$ cat src/rtl/qsmt_pkg.sv
// ----------------------------------------------------------------------------
// qsmt_pkg
// Types, sizes and codes of the query subscription match table.
// ----------------------------------------------------------------------------
package qsmt_pkg;

    localparam int TABLE_DEPTH = 64;
    localparam int KEY_BITS    = 64;
    localparam int IDX_W       = (TABLE_DEPTH > 1) ? $clog2(TABLE_DEPTH) : 1;
    localparam int CNT_W       = $clog2(TABLE_DEPTH + 1);

    // result status codes
    localparam logic [2:0] ST_ADDED     = 3'd0;
    localparam logic [2:0] ST_DUPLICATE = 3'd1;
    localparam logic [2:0] ST_FULL      = 3'd2;
    localparam logic [2:0] ST_REMOVED   = 3'd3;
    localparam logic [2:0] ST_NOT_FOUND = 3'd4;
    localparam logic [2:0] ST_DELIVERED = 3'd5;

    typedef enum logic [1:0] {
        OP_TRACK   = 2'd0,
        OP_UNTRACK = 2'd1,
        OP_EXIT    = 2'd2,
        OP_RESP    = 2'd3
    } t_op;

    typedef enum logic [2:0] {
        S_IDLE,
        S_RD,
        S_CMP,
        S_TOP_RD,
        S_TOP_WR,
        S_FINISH
    } t_eng_state;

    typedef struct packed {
        logic [1:0]  req_type;
        logic [63:0] query_key;
        logic [7:0]  block_type;
        logic [7:0]  client_id;
    } t_req_in;

    typedef struct packed {
        logic [2:0] status;
        logic [7:0] dest_client;
        logic       match_flag;
        logic       last;
    } t_result;

    typedef struct packed {
        t_op                 op;
        logic [KEY_BITS-1:0] key;
        logic [7:0]          btype;
        logic [7:0]          client;
    } t_cmd;

    typedef struct packed {
        logic [KEY_BITS-1:0] key;
        logic [7:0]          btype;
        logic [7:0]          client;
    } t_entry;

    typedef struct packed {
        logic valid;
        t_cmd cmd;
    } t_cmd_beat;

    typedef struct packed {
        logic    valid;
        t_result res;
    } t_res_beat;

endpackage

$ cat src/rtl/qsmt_res_queue.sv
// ----------------------------------------------------------------------------
// qsmt_res_queue
// Two-entry result queue that drives the output channel from registers.
// ----------------------------------------------------------------------------
module qsmt_res_queue (
    input  logic                i_clk,
    input  logic                i_rst_n,
    input  qsmt_pkg::t_res_beat i_push,
    output logic                o_push_ready,
    output logic                o_res_valid,
    input  logic                i_res_ready,
    output qsmt_pkg::t_result   o_res
);

    qsmt_pkg::t_result r_q [2];
    logic       r_wp, r_rp;
    logic [1:0] r_cnt;
    logic       push, pop;

    assign o_push_ready = (r_cnt != 2'd2);
    assign push         = i_push.valid && o_push_ready;
    assign o_res_valid  = (r_cnt != 2'd0);
    assign o_res        = r_q[r_rp];
    assign pop          = o_res_valid && i_res_ready;

    // pointers and fill count
    always_ff @(posedge i_clk) begin
        if (!i_rst_n) begin
            r_wp  <= 1'b0;
            r_rp  <= 1'b0;
            r_cnt <= 2'd0;
        end else begin
            if (push) r_wp <= ~r_wp;
            if (pop)  r_rp <= ~r_rp;
            r_cnt <= r_cnt + {1'b0, push} - {1'b0, pop};
        end
    end

    // storage
    always_ff @(posedge i_clk) begin
        if (push) begin
            r_q[r_wp] <= i_push.res;
        end
    end

endmodule

$ cat config.mk
export PLATFORM = sky130hd
export DESIGN_NAME = qsmt_res_queue
export DESIGN_NICKNAME = d
export VERILOG_FILES = /design/src/rtl/qsmt_pkg.sv /design/src/rtl/qsmt_res_queue.sv
export SDC_FILE = /design/constraint.sdc
export NUM_CORES = 1
export LEC_CHECK = 0
export ABC_AREA = 1
export BUFFER_PORTS_ARGS = -buffer_cell sky130_fd_sc_hd__buf_2
export CORE_MARGIN = 2
export CORE_UTILIZATION = 40
export DETAILED_ROUTE_END_ITERATION = 6
export PLACE_DENSITY = 0.61
export SETUP_SLACK_MARGIN = 0.5
export SKIP_CTS_REPAIR_TIMING = 1
export SLEW_MARGIN = 5
export SYNTH_ARGS = -nofsm -noshare
export SYNTH_HDL_FRONTEND = slang
export SYNTH_SLANG_ARGS = --single-unit
$ cat constraint.sdc
create_clock -name i_clk -period 2.6 [get_ports i_clk]
set_clock_uncertainty 0.2 [all_clocks]
set_input_delay 0.52 -clock i_clk [delete_from_list [all_inputs] [get_ports i_clk]]
set_output_delay 0.52 -clock i_clk [all_outputs]
set_load 0.05 [all_outputs]
==> flow_summary_export.csv <==
group,metric,value,unit
sta,slew_viol_final,0,
worst_setup_path,start_kind,"flop",
yosys,syn_area,1216,um^2
pwr,p_int,0.001103,W
worst_setup_path,critical_path_class,"flop to primary output",
route,drt_pass1_iterations,4,
cells_and_area,layout_commonest_cell,"edfxtp_1",
cells_and_area,layout-drive-gt1-share,0.4741,
cells_and_area,final_cell_mix,"edfxtp_1 (26), buf_2 (21), buf_4 (11)",
yosys,synth.distinct_cells,11,
cells_and_area,antenna_cells,0,
placement,place_ws,709.7,ps
worst_setup_path,worstPathArrival,1340,ps
floorplan,die_w,59.14,um
pwr,irDropWorstVdd,625.9,uV
min_path,hp-class,"input pin to flop",
worst_setup_path,required,1880,ps
floorplan,start_util,0.4084,
floorplan,ioPinCount,32,
route,wl,1812,um
clock_tree,htreeDepth,2,
pwr,p_clk_frac,0.220,
route,vias,706,
global_routing,grt_pass1_wl,2663,um
yosys,syn_area_per_cell,16.00,um^2
yosys,yosysWarnings,0,
run,drv_cap,0,
sta,tightest_slew,529.6,ps
floorplan,core_area,2978,um^2
placement,gp_congestion,0.6221,
route,drcViolationCount,0,
global_routing,grt_start_max_net_pins,14,
sta,slew_headroom,0.6465,
yosys,synth_cells,76,
route,ant_nets,0,
global_routing,grt_pass1_vias,657,
placement,dpl.hpwl,1281,um
sta,max_freq,484.5,MHz
pwr,netSwitchingFraction,0.3708,
run_status,outcome,"completed",
clock_tree,clkSlewWorstSetupHoldPaths,100,ps
pwr,seq_power_share,0.385,
yosys,ys_seq_area_frac,0.7243,
sta,timing.hold.ws,173.5,ps
pwr,total_power,0.001753,W
worst_setup_path,cp_max_fo,10,
sta,tns,0,ps
sta,period_share,0.7938,
yosys,syn_nets,95,
sta,setup_viol,0,
global_routing,antenna_found_initial,0,
cells_and_area,synthToLayoutAreaGrowth,26.95,%
global_routing,grt_use_total,0.1118,
sta,grt_setup_unrepaired,"yes",
sta,layout_setup_ws,536.1,ps
route,drt_iter0_markers,12,
clock_tree,cts_root_buf,"clkbuf_4",
clock_tree,clockBufferDepth,2,
pwr,combPwrFrac,0.394,
pwr,powerDensity,1135,nW/um^2
placement,port_buffers,31,
route,vias_per_cell,4.738,
yosys,ys_seq_elements,31,
pwr,switchingPower,0.0006500,W
worst_setup_path,crit_path_end_kind,"primary output",
clock_tree,numCtsBuffers,5,
pwr,leakagePower,0.6593,nW
global_routing,grt_overflow,0,
sta,hold_viol,0,
floorplan,die_h,59.14,um
floorplan,dieArea,3498,um^2
sta,period_needed,2064,ps
clock_tree,clock_latency,330,ps
clock_tree,tritoncts,"done",
clock_tree,clock-sinks,31,
floorplan,rows,20,
cells_and_area,nets,134,
route,wire_per_inst,12.16,um
kinds of logic after synthesis:
| kind of cell | Yosys count | synth area share |
|---|---|---|
| and+or+nand+nor | 20 | 0.06481 |
| adders and majority gates | 2 | 0.02057 |
| AOI/OAI and AO/OA | 2 | 0.008231 |
| DFF | 31 | 0.7243 |
| buffers and inverters | 8 | 0.03087 |
| muxes | 13 | 0.1512 |
per-layer routing:
metal,GRT usage,part of all wire
met1,0.1148,0.42
met3,0.04148,0.073
met4,0.09416,0.023
met5,0,0
met2,0.1794,0.48
per-stage QoR:
stage | area (um^2) | cells | util
floorplan | 1216 | 76 | -
global placement | 1416 | 141 | 0.4756
detailed placement | 1416 | 141 | 0.4756
CTS | 1503 | 149 | 0.5046
global route | 1544 | 149 | 0.5185
finish | 1544 | 149 | 0.5185
cell type report:
type / instances / area (um^2)
multi-input combinational: 37 / 297.8
clock inverter: 2 / 35.03
timing repair buffer: 33 / 207.7
inverter: 7 / 26.28
tap: 33 / 41.29
clock buffer: 6 / 51.30
fill: 259 / 1434
sequential: 31 / 884.6
synthesized netlist by cell type:
cell | n | area [um^2]
nand2_1 | 9 | 33.78
ha_1 | 2 | 25.02
dfxtp_1 | 5 | 100.1
mux2_4 | 10 | 150.1
inv_1 | 7 | 26.28
a21oi_1 | 2 | 10.01
nand3_1 | 3 | 15.01
nor2_1 | 8 | 30.03
edfxtp_1 | 26 | 780.8
mux2_2 | 3 | 33.78
buf_6 | 1 | 11.26
flip-flops by register name, indices dropped and copies added, names as in the netlist, named ones only:
signal  count
r_rp        1
r_cnt       2
r_q        26
r_wp        1
path summary, 6_finish.rpt:
path / depth (start not counted) / start / slack (ps) / end
max: 3 / flop / 540 / o_res[3]
min: 1 / i_push[8] / 170 / r_q[1][8]
max reg2reg: 10 / r_cnt[0] / 850 / r_cnt[1]
min reg2reg: 2 / r_rp / 310 / flop
power by group through the flow:
stage,clock network [W],logic (W),registers [W]
after floorplan,0,0.000534,0.000672
after global placement,0,0.000648,0.000678
final,0.000386,0.000691,0.000676
after global routing,0.000416,0.000734,0.000684
after detailed placement,0,0.000656,0.000682
after CTS,0.000398,0.000657,0.000671
critical path: stages, from the launching register on:
cell and delay (ps):
dfxtp_4 390, buf_12 150, mux2_4 300, buf_4 190
Power figures use the tool's default switching activity.
