### src/rtl/qsmt_pkg.sv
// ----------------------------------------------------------------------------
// qsmt_pkg
// Types, sizes and codes of the query subscription match table.
// ----------------------------------------------------------------------------
package qsmt_pkg;

    localparam int TABLE_DEPTH = 64;
    localparam int KEY_BITS    = 64;
    localparam int IDX_W       = (TABLE_DEPTH > 1) ? $clog2(TABLE_DEPTH) : 1;
    localparam int CNT_W       = $clog2(TABLE_DEPTH + 1);

    // result status codes
    localparam logic [2:0] ST_ADDED     = 3'd0;
    localparam logic [2:0] ST_DUPLICATE = 3'd1;
    localparam logic [2:0] ST_FULL      = 3'd2;
    localparam logic [2:0] ST_REMOVED   = 3'd3;
    localparam logic [2:0] ST_NOT_FOUND = 3'd4;
    localparam logic [2:0] ST_DELIVERED = 3'd5;

    typedef enum logic [1:0] {
        OP_TRACK   = 2'd0,
        OP_UNTRACK = 2'd1,
        OP_EXIT    = 2'd2,
        OP_RESP    = 2'd3
    } t_op;

    typedef enum logic [2:0] {
        S_IDLE,
        S_RD,
        S_CMP,
        S_TOP_RD,
        S_TOP_WR,
        S_FINISH
    } t_eng_state;

    typedef struct packed {
        logic [1:0]  req_type;
        logic [63:0] query_key;
        logic [7:0]  block_type;
        logic [7:0]  client_id;
    } t_req_in;

    typedef struct packed {
        logic [2:0] status;
        logic [7:0] dest_client;
        logic       match_flag;
        logic       last;
    } t_result;

    typedef struct packed {
        t_op                 op;
        logic [KEY_BITS-1:0] key;
        logic [7:0]          btype;
        logic [7:0]          client;
    } t_cmd;

    typedef struct packed {
        logic [KEY_BITS-1:0] key;
        logic [7:0]          btype;
        logic [7:0]          client;
    } t_entry;

    typedef struct packed {
        logic valid;
        t_cmd cmd;
    } t_cmd_beat;

    typedef struct packed {
        logic    valid;
        t_result res;
    } t_res_beat;

endpackage

### src/rtl/qsmt_front.sv
// ----------------------------------------------------------------------------
// qsmt_front
// Accepts request beats, decodes them into commands, two-entry queue.
// ----------------------------------------------------------------------------
module qsmt_front (
    input  logic                i_clk,
    input  logic                i_rst_n,
    input  logic                i_req_valid,
    output logic                o_req_ready,
    input  qsmt_pkg::t_req_in   i_req,
    output qsmt_pkg::t_cmd_beat o_cmd,
    input  logic                i_cmd_ready
);

    qsmt_pkg::t_cmd r_q [2];
    logic       r_wp, n_wp;
    logic       r_rp, n_rp;
    logic [1:0] r_cnt, n_cnt;
    logic       push, pop;
    qsmt_pkg::t_cmd dec;

    // classify the request
    always_comb begin
        dec.op     = qsmt_pkg::t_op'(i_req.req_type);
        dec.key    = i_req.query_key[qsmt_pkg::KEY_BITS-1:0];
        dec.btype  = i_req.block_type;
        dec.client = i_req.client_id;
    end

    assign o_req_ready = (r_cnt != 2'd2);
    assign push        = i_req_valid && o_req_ready;
    assign o_cmd.valid = (r_cnt != 2'd0);
    assign o_cmd.cmd   = r_q[r_rp];
    assign pop         = o_cmd.valid && i_cmd_ready;

    // pointer and fill update
    always_comb begin
        n_wp  = push ? ~r_wp : r_wp;
        n_rp  = pop ? ~r_rp : r_rp;
        n_cnt = r_cnt + {1'b0, push} - {1'b0, pop};
    end

    always_ff @(posedge i_clk) begin
        if (!i_rst_n) begin
            r_wp  <= 1'b0;
            r_rp  <= 1'b0;
            r_cnt <= 2'd0;
        end else begin
            r_wp  <= n_wp;
            r_rp  <= n_rp;
            r_cnt <= n_cnt;
        end
    end

    // queue storage
    always_ff @(posedge i_clk) begin
        if (push) begin
            r_q[r_wp] <= dec;
        end
    end

endmodule

### config.mk
export PLATFORM = sky130hd
export DESIGN_NAME = qsmt_front
export DESIGN_NICKNAME = d
export VERILOG_FILES = /design/src/rtl/qsmt_pkg.sv /design/src/rtl/qsmt_front.sv
export SDC_FILE = /design/constraint.sdc
export NUM_CORES = 1
export LEC_CHECK = 0
export ABC_AREA = 1
export BUFFER_PORTS_ARGS = -buffer_cell sky130_fd_sc_hd__buf_4
export CAP_MARGIN = 10
export CORE_UTILIZATION = 57
export CTS_CLUSTER_SIZE = 16
export DETAILED_ROUTE_END_ITERATION = 10
export PLACE_DENSITY_LB_ADDON = 0.2
export RECOVER_POWER = 100
export SYNTH_ARGS = -nofsm -noshare
export SYNTH_HDL_FRONTEND = slang
export SYNTH_SLANG_ARGS = --single-unit
### constraint.sdc
create_clock -name i_clk -period 6.65 [get_ports i_clk]
set_clock_uncertainty 0.05 [all_clocks]
set_input_delay 0.3325 -clock i_clk [delete_from_list [all_inputs] [get_ports i_clk]]
set_output_delay 0.3325 -clock i_clk [all_outputs]
set_load 0.02 [all_outputs]
==> flow_summary.yaml <==
timing:
  post-route-min-period_ps: 4400
  finalHoldViolCount: 0
  period_share_pct: 66.1
  whs_ps: 80.7
  finalSetupViolCount: 0
  setup_tns_ps: 0
  worstMarginPinSlew_ps: 3350
  rsz0062_at_grt: "no"
  slew_headroom_pct: -123
  fmax_ghz: 0.227
  slew_violations: 140
setup_path:
  reg2reg_depth: 5
  startpoint_type: "register"
  crit_path_end: "r_q[1][26]"
  cp_max_fo: 59
  critPathLaunch: "r_cnt[0]"
  r2r-end: "r_q[1][26]"
  r2r_start: "r_cnt[0]"
  crit_required_ps: 6540
  crit_type: "register to register"
  endpoint_kind: "register"
  cp.arrival_ps: 4290
  r2r_slack_ps: 2250
synthesis:
  yosysUniqueCellTypes: 12
  synthesis.nets: 379
  synth_compound_area_share_pct: 0.153
  ys_ff_latch: 169
  synthXorXnorAreaFrac_pct: 0
  yosysWarnings: 0
  synthMuxAreaShare_pct: 18.7
  yosys.area_share.adder_pct: 0.381
  syn_area_per_cell_um2: 22.5
  yosysSeqAreaShare_pct: 76.6
  synth_area_mm2: 0.00656
  yosys.area_share.simple_pct: 1.20
  synth_top_family_by_area: "multiplexers"
  synthCells: 291
floorplan:
  die-area_mm2: 0.0119
  fp.coreArea_mm2: 0.0110
  die_h_um: 109
  start_util_pct: 59.5
  die_w_um: 109
  rows: 38
  io_pins: 170
cells_and_area:
  fillers: 761
  diodes: 0
  drive_gt1_share_pct: 38.2
  area_growth_pct: 22.4
  nNetsFinal: 561
clock_tree:
  cts_resized: 0
  cts_hold_buf: 0
  cts_setup_buffers: 0
  clock_sink_count: 169
  cts.clk_slew.worst_paths_ps: 60
  numCtsBuffers: 17
  cts_tree: "yes"
  cts_max_level: 4
  insertion_delay_ps: 400
  cts_max_path_buffers: 2
  cts_root_buffer: "clkbuf_16"
routing:
  routed_wl_mm: 10.8
  ant_nets: 0
  drtIter0Drc: 115
  dr_total_vias: 3153
  viasPerCell: 5.07
  drt-wirelength-per-cell_um: 17.4
  drtPass1Iterations: 4
  drc: 0
grt:
  grt_pass1_vias: 3182
  grt_use_total_pct: 18.5
  gr-total-overflow: 0
  antenna_found_initial: 0
  grt_pass1_wl_mm: 15.7
  grt_max_degree: 60
power_and_ir_drop:
  power.internal_mw: 2.23
  p_switching_mw: 0.878
  static-leakage-power_nw: 2.99
  p_sw_share_pct: 28.2
  p_comb_share_pct: 25.7
  seqPwrFrac_pct: 45.6
  power_frac_clock_pct: 28.7
  p_per_area_mw_per_mm2: 387
  peakVddDrop_uv: 204
min_path:
  hold_class: "input port to register"
job:
  cap_viol_max_count: 3
placed_design:
  portBuffers: 169
  place_congestion: 0.707
  hpwl_mm: 7.10
run_status:
  violations: "max-capacitance violations, max-slew violations"
  status: "complete, but fails checks"
-- final cells by class --
class	count	area (um2)	area share, %
clock inverter	10	108	1.34
sequential	169	5020	62.6
timing repair buffer	172	1220	15.2
tap	140	175	2.18
inverter	7	27.5	0.343
clock buffer	18	429	5.34
multi-input combinational	106	1050	13.1
-- cells in the final DEF, fill, tap and decap left out, types with 3 or more instances in the layout --
cell,n
clkbuf_1,20
nand3_1,3
nor2_1,8
nand2_1,9
buf_4,84
clkinvlp_4,4
inv_1,6
mux2_1,77
clkbuf_4,68
edfxtp_1,164
clkbuf_16,17
dfxtp_1,5
mux2_4,3
-- power groups by stage --
| stage | Combinational, mW | Clock [mW] | Sequential, mW |
|---|---|---|---|
| after floorplan | 0.699 | 0 | 1.41 |
| after global placement | 0.937 | 0 | 1.44 |
| after detailed placement | 0.952 | 0 | 1.45 |
| after CTS | 0.956 | 0.911 | 1.43 |
| after global routing | 0.851 | 0.951 | 1.44 |
| final | 0.799 | 0.892 | 1.42 |
-- kinds of logic after synthesis --
family,Yosys count
AO/OA/AOI/OAI,2
adder cells (fa/ha/maj),2
buffers and inverters,16
flip-flops,169
multiplexers,82
AND/OR/NAND/NOR,20
-- state kept, by name, indices dropped and copies added, names as in the netlist, named ones only --
register,cells
r_q,164
r_cnt,2
r_rp,1
r_wp,1
-- synth_stat cells --
master | instances | share of area (%)
nand2_1 | 9 | 0.51
mux2_2 | 2 | 0.34
buf_6 | 1 | 0.17
nor2_1 | 8 | 0.46
ha_1 | 2 | 0.38
a21oi_1 | 2 | 0.15
nand3_1 | 3 | 0.23
edfxtp_1 | 164 | 75
buf_12 | 8 | 2.4
mux2_4 | 80 | 18
dfxtp_1 | 5 | 1.5
inv_1 | 7 | 0.40
-- worst min-delay path by stage --
stage | cells past startpoint | to | startpoint
CTS | 1 | r_q[1][17] | i_req[17]
global placement | 2 | r_rp | r_rp
floorplan | 2 | r_cnt[0] | i_rst_n
detailed placement | 2 | register | r_rp
global route | 1 | r_q[1][21] | i_req[21]
finish | 1 | r_q[1][17] | i_req[17]
-- metrics by stage --
stage	instance area, um2	worst slack [ps]	total power, mW	instances	util (%)
finish	8030	2250	3.11	622	72.8
global route	8030	1850	3.24	622	72.8
CTS	8400	3620	3.30	622	76.2
detailed placement	7870	3960	2.41	594	71.3
global placement	7870	4070	2.38	594	71.3
floorplan	6560	1950	2.11	291	-
-- critical path, stage by stage, from the launching register on --
cell	delay, ps
dfxtp_1	350
inv_1	70
nand2_1	140
nand3_1	130
clkinvlp_2	700
clkbuf_1	2390
-- layer usage --
layer	share of wire, %	up-vias	track usage [%]
li1	-	1498	-
met5	0	-	0
met2	49	130	29.5
met1	40	1511	22.9
met3	8.8	14	6.22
met4	1.4	0	8.86
Note: power is estimated with default switching activity, not from simulation.
